===== src/sv/flm_pkg.sv =====
`timescale 1ns / 1ps
// Shared types and constants for the queue lock manager.
// Depends on nothing; every other file of the block imports it.
package flm_pkg;

   localparam int ID_W     = 4;
   localparam int ID_COUNT = 1 << ID_W;
   localparam int STATUS_W = 3;

   localparam logic OP_ACQUIRE = 1'b0;
   localparam logic OP_RELEASE = 1'b1;

   localparam logic [STATUS_W-1:0] ST_GRANTED     = 3'd0;
   localparam logic [STATUS_W-1:0] ST_QUEUED      = 3'd1;
   localparam logic [STATUS_W-1:0] ST_REL_IDLE    = 3'd2;
   localparam logic [STATUS_W-1:0] ST_REL_HANDOFF = 3'd3;
   localparam logic [STATUS_W-1:0] ST_ERROR       = 3'd4;

   typedef struct packed {
      logic            opcode;
      logic [ID_W-1:0] requester_id;
   } req_type;

   typedef struct packed {
      logic [STATUS_W-1:0] status;
      logic                grant_valid;
      logic [ID_W-1:0]     grant_id;
   } result_type;

endpackage


===== src/sv/flm_req_if.sv =====
`timescale 1ns / 1ps
// Request channel of the queue lock manager: valid, ready and one request item.
// Depends on flm_pkg.
interface flm_req_if import flm_pkg::*; ();
   logic            valid;
   logic            ready;
   logic            opcode;
   logic [ID_W-1:0] requester_id;

   modport source (output valid, output opcode, output requester_id, input ready);
   modport sink (input valid, input opcode, input requester_id, output ready);
endinterface


===== src/sv/flm_rsp_if.sv =====
`timescale 1ns / 1ps
// Result channel of the queue lock manager: valid, ready and one result item.
// Depends on flm_pkg.
interface flm_rsp_if import flm_pkg::*; ();
   logic                valid;
   logic                ready;
   logic [STATUS_W-1:0] status;
   logic                grant_valid;
   logic [ID_W-1:0]     grant_id;

   modport source (output valid, output status, output grant_valid, output grant_id,
                   input ready);
   modport sink (input valid, input status, input grant_valid, input grant_id,
                 output ready);
endinterface


===== src/sv/flm_lock_table.sv =====
`timescale 1ns / 1ps
// Lock state of the queue lock manager: tail, holder, successor links and queue marks.
// Computes the result of one request and commits the new state on step_en. Uses flm_pkg.
module flm_lock_table import flm_pkg::*; #(
   parameter int NUM_AGENTS = 16
) (
   input  logic       clock,
   input  logic       reset,
   input  logic       step_en,
   input  req_type    item,
   output result_type result
);

   localparam int DEPTH = (NUM_AGENTS < ID_COUNT) ? NUM_AGENTS : ID_COUNT;
   localparam int IDX_W = $clog2(DEPTH);

   logic             tail_valid_ff, tail_valid_in;
   logic [IDX_W-1:0] tail_ff, tail_in;
   logic [IDX_W-1:0] holder_ff, holder_in;
   logic [DEPTH-1:0] succ_valid_ff, succ_valid_in;
   logic [DEPTH-1:0] in_queue_ff, in_queue_in;
   logic [IDX_W-1:0] succ_agent_ff [DEPTH];
   logic [IDX_W-1:0] succ_agent_in [DEPTH];

   logic             in_range;
   logic [IDX_W-1:0] idx;

   assign in_range = 32'(item.requester_id) < NUM_AGENTS;
   assign idx      = item.requester_id[IDX_W-1:0];

   always_comb begin
      tail_valid_in = tail_valid_ff;
      tail_in       = tail_ff;
      holder_in     = holder_ff;
      succ_valid_in = succ_valid_ff;
      in_queue_in   = in_queue_ff;
      succ_agent_in = succ_agent_ff;
      result        = '{status: ST_ERROR, grant_valid: 1'b0, grant_id: '0};
      if (in_range) begin
         if (item.opcode == OP_ACQUIRE) begin
            if (!in_queue_ff[idx]) begin
               in_queue_in[idx]   = 1'b1;
               succ_valid_in[idx] = 1'b0;
               tail_in            = idx;
               if (!tail_valid_ff) begin
                  tail_valid_in = 1'b1;
                  holder_in     = idx;
                  result        = '{status: ST_GRANTED, grant_valid: 1'b1,
                                    grant_id: ID_W'(idx)};
               end else begin
                  succ_valid_in[tail_ff] = 1'b1;
                  succ_agent_in[tail_ff] = idx;
                  result.status          = ST_QUEUED;
               end
            end
         end else if (tail_valid_ff && holder_ff == idx) begin
            in_queue_in[idx] = 1'b0;
            if (succ_valid_ff[idx]) begin
               succ_valid_in[idx] = 1'b0;
               holder_in          = succ_agent_ff[idx];
               result             = '{status: ST_REL_HANDOFF, grant_valid: 1'b1,
                                      grant_id: ID_W'(succ_agent_ff[idx])};
            end else begin
               tail_valid_in = 1'b0;
               result.status = ST_REL_IDLE;
            end
         end
      end
   end

   always_ff @(posedge clock) begin
      if (reset) begin
         tail_valid_ff <= 1'b0;
         tail_ff       <= '0;
         holder_ff     <= '0;
         succ_valid_ff <= '0;
         in_queue_ff   <= '0;
      end else if (step_en) begin
         tail_valid_ff <= tail_valid_in;
         tail_ff       <= tail_in;
         holder_ff     <= holder_in;
         succ_valid_ff <= succ_valid_in;
         in_queue_ff   <= in_queue_in;
      end
   end

   always_ff @(posedge clock) begin
      if (step_en) begin
         succ_agent_ff <= succ_agent_in;
      end
   end

endmodule


===== src/sv/fifo_queue_lock_manager.sv =====
`timescale 1ns / 1ps
// Top level of the queue lock manager: input register, lock state and result register.
// Depends on flm_pkg, flm_req_if, flm_rsp_if and flm_lock_table.
//
// Each request item on req_ch is an acquire or a release from one agent.
// Each request gives exactly one result item on rsp_ch: a status, and a grant
// flag with the agent that newly holds the lock.
// An acquire on an empty queue is granted at once; otherwise the agent waits
// behind the tail. A release from the holder passes the lock to the next agent
// in arrival order, or leaves the queue empty. Bad requests report an error
// and change nothing.
// A request is first taken into the input register; its result then goes to the
// result register. Throughput: one request per cycle while rsp_ch does not stall,
// since each request reads and writes only the tail, the holder and one link entry.
// When rsp_ch stalls, the result register holds its item and the input
// register holds one more request; req_ch.ready then drops.
// Synchronous reset empties the queue, clears all links and marks, and drops
// both registers; no clearing pass is needed.
module fifo_queue_lock_manager import flm_pkg::*; #(
   parameter int NUM_AGENTS = 16
) (
   input logic       clock,
   input logic       reset,
   flm_req_if.sink   req_ch,
   flm_rsp_if.source rsp_ch
);

   logic       in_valid_ff, in_valid_in;
   req_type    in_item_ff, in_item_in;
   logic       out_valid_ff, out_valid_in;
   result_type out_item_ff, out_item_in;
   result_type step_result;
   logic       advance;
   logic       accept;

   assign advance      = in_valid_ff && (!out_valid_ff || rsp_ch.ready);
   assign req_ch.ready = !in_valid_ff || advance;
   assign accept       = req_ch.valid && req_ch.ready;

   assign in_valid_in  = accept || (in_valid_ff && !advance);
   assign in_item_in   = accept ? req_type'{opcode: req_ch.opcode,
                                            requester_id: req_ch.requester_id}
                                : in_item_ff;
   assign out_valid_in = advance || (out_valid_ff && !rsp_ch.ready);
   assign out_item_in  = advance ? step_result : out_item_ff;

   flm_lock_table #(
      .NUM_AGENTS(NUM_AGENTS)
   ) u_table (
      .clock   (clock),
      .reset   (reset),
      .step_en (advance),
      .item    (in_item_ff),
      .result  (step_result)
   );

   always_ff @(posedge clock) begin
      if (reset) begin
         in_valid_ff  <= 1'b0;
         out_valid_ff <= 1'b0;
      end else begin
         in_valid_ff  <= in_valid_in;
         out_valid_ff <= out_valid_in;
      end
   end

   always_ff @(posedge clock) begin
      in_item_ff  <= in_item_in;
      out_item_ff <= out_item_in;
   end

   assign rsp_ch.valid       = out_valid_ff;
   assign rsp_ch.status      = out_item_ff.status;
   assign rsp_ch.grant_valid = out_item_ff.grant_valid;
   assign rsp_ch.grant_id    = out_item_ff.grant_id;

endmodule


===== src/flat_wrapper.sv =====
// flat-port wrapper written by rule: the top's interface ports become plain ports
module fifo_queue_lock_manager_flat import flm_pkg::*;
#(
   parameter int NUM_AGENTS = 16
)
  (clock, reset, req_ch_valid, req_ch_opcode, req_ch_requester_id, req_ch_ready, rsp_ch_valid, rsp_ch_status, rsp_ch_grant_valid, rsp_ch_grant_id, rsp_ch_ready);
  flm_req_if req_ch_i ();
  flm_rsp_if rsp_ch_i ();
  input logic clock;
  input logic reset;
  input wire logic [$bits(req_ch_i.valid)-1:0] req_ch_valid;
  input wire logic [$bits(req_ch_i.opcode)-1:0] req_ch_opcode;
  input wire logic [$bits(req_ch_i.requester_id)-1:0] req_ch_requester_id;
  output wire logic [$bits(req_ch_i.ready)-1:0] req_ch_ready;
  output wire logic [$bits(rsp_ch_i.valid)-1:0] rsp_ch_valid;
  output wire logic [$bits(rsp_ch_i.status)-1:0] rsp_ch_status;
  output wire logic [$bits(rsp_ch_i.grant_valid)-1:0] rsp_ch_grant_valid;
  output wire logic [$bits(rsp_ch_i.grant_id)-1:0] rsp_ch_grant_id;
  input wire logic [$bits(rsp_ch_i.ready)-1:0] rsp_ch_ready;
  assign req_ch_i.valid = req_ch_valid;
  assign req_ch_i.opcode = req_ch_opcode;
  assign req_ch_i.requester_id = req_ch_requester_id;
  assign req_ch_ready = req_ch_i.ready;
  assign rsp_ch_valid = rsp_ch_i.valid;
  assign rsp_ch_status = rsp_ch_i.status;
  assign rsp_ch_grant_valid = rsp_ch_i.grant_valid;
  assign rsp_ch_grant_id = rsp_ch_i.grant_id;
  assign rsp_ch_i.ready = rsp_ch_ready;
  fifo_queue_lock_manager #(.NUM_AGENTS(NUM_AGENTS)) u_core (.clock(clock), .reset(reset), .req_ch(req_ch_i), .rsp_ch(rsp_ch_i));
endmodule

===== config.mk =====
export PLATFORM = sky130hd
export DESIGN_NAME = fifo_queue_lock_manager_flat
export DESIGN_NICKNAME = d
export VERILOG_FILES = /design/src/sv/flm_pkg.sv /design/src/sv/flm_req_if.sv /design/src/sv/flm_rsp_if.sv /design/src/sv/flm_lock_table.sv /design/src/sv/fifo_queue_lock_manager.sv /design/src/flat_wrapper.sv
export SDC_FILE = /design/constraint.sdc
export NUM_CORES = 1
export LEC_CHECK = 0
export ABC_CLOCK_PERIOD_IN_PS = 4000
export BUFFER_PORTS_ARGS = -buffer_cell sky130_fd_sc_hd__buf_2
export CORE_AREA = 2 2 148 150
export DETAILED_ROUTE_END_ITERATION = 8
export DIE_AREA = 0 0 150 152
export GPL_TIMING_DRIVEN = 0
export SYNTH_ARGS = -nofsm -noshare
export SYNTH_HDL_FRONTEND = slang
export SYNTH_SLANG_ARGS = --single-unit

===== constraint.sdc =====
create_clock -name clock -period 4 [get_ports clock]
set_input_delay 0 -clock clock [delete_from_list [all_inputs] [get_ports clock]]
set_output_delay 0 -clock clock [all_outputs]
set_load 0.005 [all_outputs]

* Yosys cells after proc, flatten, opt, wreduce, memory -nomap -nowiden *
Index checks and enable logic that the tools add are counted.

word-level totals
  flip-flop bits (word level) = 120
  logic and storage cells = 110

operators by class
  order comparisons = 7
  multiplexer cells = 38
  equal/unequal tests = 6
  reductions and logical operators = 22
  bitwise operators = 9

operator list
  operator              count
  $mux W16              8
  $bwmux W64            1
  $and A16 B16 Y16      2
  $mux W4               8
  $or A16 B16 Y16       2
  $mux W8               3
  $bmux W4 S4           1
  $demux W4 S4          1
  $not A16 Y16          1
  $reduce_and A4 Y1     3
  $ge A5 B5 Y1 const B  2
  $lt A4 B5 Y1 const B  2
  $mux W1               10
  $mux W5               2
  $not A4 Y5            2
  $bmux W1 S4           2
  $demux W1 S4          2
  $ge A4 B1 Y1 const B  2
  $logic_and A1 B1 Y1   8
  $ne A2 B2 Y1 const B  3
  $reduce_and A3 Y1     2
  $lt A5 B1 Y1 const B  1
  $reduce_and A5 Y1     1
  $eq A4 B4 Y1          1
  4 further kinds       12

* Longest topological paths before layout *
  depth in word-level cells = 10
  gate-level depth with buffers = 10
  depth with buffers taken out = 7

* Cells and area by module *
A second synthesis with hierarchy kept.

second synthesis, totals
  cells, all modules = 454
  area total of the unflattened synthesis = 5616.6 µm²

modules (own cells, without submodules)
  module                   cells each  sequential area each (µm²)  area an instance (µm²)  times used
  flm_lock_table           431         2742.6                      5122.4                  1
  fifo_queue_lock_manager  23          430.4                       494.2                   1

* Worst setup path before layout *
No wires, ideal clock.

  path kind = register to register
  start = register u_core.in_item_ff[1] in the netlist's numbering
  end = register u_core.u_table.succ_agent_ff[48] in the netlist's numbering, enable pin
  path buffers = 3
  slack = 1301 ps
  period minus slack after synthesis = 2699 ps
  data arrival time = 2394 ps
  data required time = 3695 ps
  setup time = 305 ps
  stages on the path, launching flop included = 10
  cell sequence = edfxtp_1 buf_6 buf_6 mux2i_1 a22oi_1 a2111oi_4 nor2_2 buf_2 or4_1 inv_1

between the ends
  word-level cells in the longest chain between the ends = 4

ends and longest elaborated chain
  element                             RTL line                       text
  start: declaration                  fifo_queue_lock_manager.sv:29  req_type in_item_ff, in_item_in;
  start signal: assignment            fifo_queue_lock_manager.sv:68  in_item_ff <= in_item_in;
  $bmux W1 S4                         flm_lock_table.sv:41           if (!in_queue_ff[idx]) begin
  $mux W1 (implied by the code)       flm_lock_table.sv:41
  $not A1 Y1 (no source line)         n/a
  $reduce_and A4 Y1 (no source line)  n/a
  end signal: assignment              flm_lock_table.sv:89           succ_agent_ff <= succ_agent_in;
  end: declaration                    flm_lock_table.sv:22           logic [IDX_W-1:0] succ_agent_ff [DEPTH];

Every way passes these cells. The select of a mux whose other input is x is not followed.
A chain may end at the register's enable or synchronous reset.

* Worst setup path in the final report *
  start = register u_core.in_item_ff[1] in the netlist's numbering
  end = register u_core.u_table.succ_agent_ff[63] in the netlist's numbering, enable pin

The elaborated chain is that of the path after synthesis.

==> metrics.log <==
INFO  metric cts_inserted_buffers = 17
INFO  metric floorplan.io_pins = 19
INFO  metric critPathRequiredTime = 4.11 ns
INFO  metric floorplan.die_area = between 20,000 and 25,000 um^2
INFO  metric clkSinkCount = between 100 and 150
INFO  metric timing.critical_path.from_type = flop
INFO  metric synth.area.top_cells = edfxtp_1 (44%), dfxtp_1 (16%), mux4_2 (6.9%)
INFO  metric min_path_type = in2reg
INFO  metric post_synth.cell_area_avg = 12.7 um^2
INFO  metric areaGrowthSynthToFinish = 21.4%
INFO  metric crit_path_cell_trace = buf_6, buf_6, mux2i_1, a22oi_1, a2111oi_4, nor2_2, buf_2, or4_1, inv_1
INFO  metric firstDrtPassIters = 5
INFO  metric rr_worst_depth = 9
INFO  metric fin_total_pwr = between 3 and 4 mW
INFO  metric worst_path_dominant_cell_family = buffers and inverters
INFO  metric synth_async_sr_flop_share = 0
INFO  metric fp.dieH = 152 um
INFO  metric power.density = ~490 nW/um^2
INFO  metric cts-root-buf = clkbuf_16
INFO  metric buffer_ports.inserted = 17
INFO  metric antenna_violating_nets_post_route = 0
INFO  metric grt_pass1_wl = 20,100 um
INFO  metric clkSlewWorstSetupHoldPaths = ~0.05 ns
INFO  metric ir_worst_vdd = between 300 and 400 uV
INFO  metric synth_common_cells = edfxtp_1 (77), dfxtp_1 (43), a21oi_1 (42), o21ai_0 (28), inv_1 (23)
INFO  metric timing.max_cap.violations = 0
INFO  metric timing.fmax = 294 MHz
INFO  metric worstPathMaxFanout = 17
INFO  metric min_period = 3.40 ns
INFO  metric cts.repair.resized = 0
INFO  metric cp.arrival = 3.51 ns
INFO  metric ys_ff_latch = 120
INFO  metric holdCritStartpoint = req_ch_requester_id[3]
INFO  metric antenna_violations_before_repair = 0
INFO  metric synth.net_count = 421
INFO  metric synth.yosys.seq_area_share = 0.606
INFO  metric cp_dominant_cell_by_count = buf_6
INFO  metric final-hold-violation-count = 0
INFO  metric cts_max_path_buffers = 2
INFO  metric netlist.area_leader.share = 0.442
INFO  metric floorplan.die.width = 150 um
INFO  metric largest_net_degree_at_the_start_of_global_routing = 23
INFO  metric antenna_cells_inserted = 0
INFO  metric final_nets = ~470
INFO  metric finish.utilization = 0.297
INFO  metric synthDominantAreaCellType = edfxtp_1
INFO  metric grt_pass1_vias = ~3,600
INFO  metric final-max-slew-violation-count = 0
INFO  metric yosys_warnings = 0
INFO  metric routed-via-count = approximately 3,600
INFO  metric normalized_max_slew_margin = 0.451
INFO  metric drt_iter0_drc = 440
INFO  metric worst_skew_pair_latency = 0.42 ns
INFO  metric syn_area = 5230 um^2
INFO  metric top_count_cell_post_synth = edfxtp_1
INFO  metric criticalPathCategory = reg2reg
INFO  metric htree_num_levels = 4
INFO  metric grt_overflow_total = 0
INFO  metric design.core.area = roughly 21,000 um^2
INFO  metric drt-total-wl = 12,700 um
INFO  metric tritoncts = built
INFO  metric grt_setup_unrepaired = false
INFO  metric finalCritPeriodShare = 0.850
INFO  metric setup_total_negative_slack = 0 ns
INFO  metric crit_path_end_kind = flop
INFO  metric launching_point_of_the_worst_reg2reg_path = u_core.in_item_ff[1]$_DFFE_PP_
INFO  metric worstHoldEndpoint = u_core.in_item_ff[3]$_DFFE_PP_
INFO  metric flop2flop_setup_slack = 0.60 ns
INFO  metric skew = 0.0115 ns
INFO  metric critical_path.n_buffers_inverters = 4
INFO  metric dp_hpwl = approximately 9000 um
INFO  metric drive_gt1_frac = 0.158
INFO  metric synth_edf_count = 77
INFO  metric wl_per_cell = 17.0 um
INFO  metric regToRegEndpoint = u_core.u_table.succ_agent_ff[63]$_DFFE_PP_
INFO  metric track_usage = 0.118
INFO  metric rows = 54
INFO  metric syn_inst = 412
INFO  metric initial_utilization = 0.245
INFO  metric biggest_cell_delay_along_the_critical_path = between 0.7 and 0.8 ns
INFO  metric synth.distinct_cells = 45
INFO  metric leakage = between 2 and 2.5 nW
INFO  metric gp_routability_congestion = 0.858
INFO  metric run_status = finished, final reports clean
INFO  metric finalSetupViolCount = 0
INFO  metric ys_dominant_reg_cell = edfxtp_1
INFO  metric worst-slew-pin-transition = 0.823 ns
INFO  metric avgViaCountPerCell = 4.79
INFO  metric worstHoldPathCells = 2
INFO  metric drc = 0
INFO  metric cp_slowest_cell = edfxtp_1
routing by layer:
layer  global-route usage  wire length (um)  up-vias
li1                     -                 -     1675
met1                0.155              5650     1759
met4               0.0494               241        2
met3               0.0447               965       19
met2                0.172              5850      132
met5               0.0130                37        -
logic make-up after synthesis:
| kind of cell | share of synthesized area |
|---|---|
| multiplexers | 0.108 |
| XOR/XNOR | 0.00669 |
| AND/OR/NAND/NOR | 0.0880 |
| AO/OA/AOI/OAI | 0.152 |
| flip-flops | 0.606 |
| buffers and inverters | 0.0390 |
power by group:
group / leakage [nW] / switching (mW) / internal, mW
Clock: 0.282 / 0.526 / 1.03
Combinational: 0.855 / 0.107 / 0.0701
Sequential: 1.05 / 0.0200 / 1.33
Total: 2.18 / 0.654 / 2.43
cell usage in the layout (no fill, tap or decap), types with 4 or more instances in the layout:
master	synthesis	layout
dlygate4sd3_1	0	9
clkbuf_1	16	20
mux4_2	16	16
o21a_1	4	4
a22oi_1	10	10
bufinv_16	0	4
clkbuf_16	0	17
a22o_1	7	7
and2_1	5	5
xnor2_1	4	4
nor2_1	15	15
dfxtp_1	43	43
nor2b_1	5	5
or4_1	4	4
or3_1	17	17
nand2_1	12	12
o21ai_0	28	28
a21oi_1	42	42
a311oi_1	14	14
buf_2	4	21
nand3_1	5	5
nand2b_1	5	5
edfxtp_1	77	77
inv_1	23	23
mux2i_1	18	18
layout make-up:
type,count,area (um^2)
plain buffers,25,118
clock inverters,10,153
repair buffers,26,175
fillers,2183,15000
inverters,23,86.3
well taps,280,350
multi-input cells,244,1860
clock buffers,21,440
flip-flops and latches,120,3170
through the flow:
step / setup slack (ns) / hold slack (ns) / area [um^2] / instances
after CTS: 0.570 / 0.273 / 6350 / 749
final: 0.600 / 0.288 / 6350 / 749
after global routing: 0.423 / 0.290 / 6350 / 749
after detailed placement: 0.605 / 0.178 / 5670 / 709
after floorplan: 1.30 / 0.0989 / 5230 / 412
after global placement: 0.711 / 0.180 / 5670 / 709
worst max-delay path by stage:
stage | start | to | slack, ns | cells past startpoint
finish | u_core.in_item_ff[1]$_DFFE_PP_ | u_core.u_table.succ_agent_ff[63]$_DFFE_PP_ | 0.60 | 9
global route | u_core.in_item_ff[1]$_DFFE_PP_ | u_core.u_table.succ_agent_ff[63]$_DFFE_PP_ | 0.42 | 9
CTS | u_core.in_item_ff[1]$_DFFE_PP_ | u_core.u_table.succ_agent_ff[62]$_DFFE_PP_ | 0.57 | 9
detailed placement | u_core.in_item_ff[1]$_DFFE_PP_ | u_core.u_table.succ_agent_ff[62]$_DFFE_PP_ | 0.61 | 9
global placement | u_core.in_item_ff[2]$_DFFE_PP_ | u_core.rsp_ch.grant_id[1]$_DFFE_PP_ | 0.71 | 7
floorplan | u_core.in_item_ff[1]$_DFFE_PP_ | u_core.u_table.succ_agent_ff[48]$_DFFE_PP_ | 1.30 | 9
repair_timing:
action                    CTS  global route
hold endpoints to repair    8             0
hold buffers                9             0
buffers inserted            0             0
Note: power is estimated with default switching activity, not from simulation.
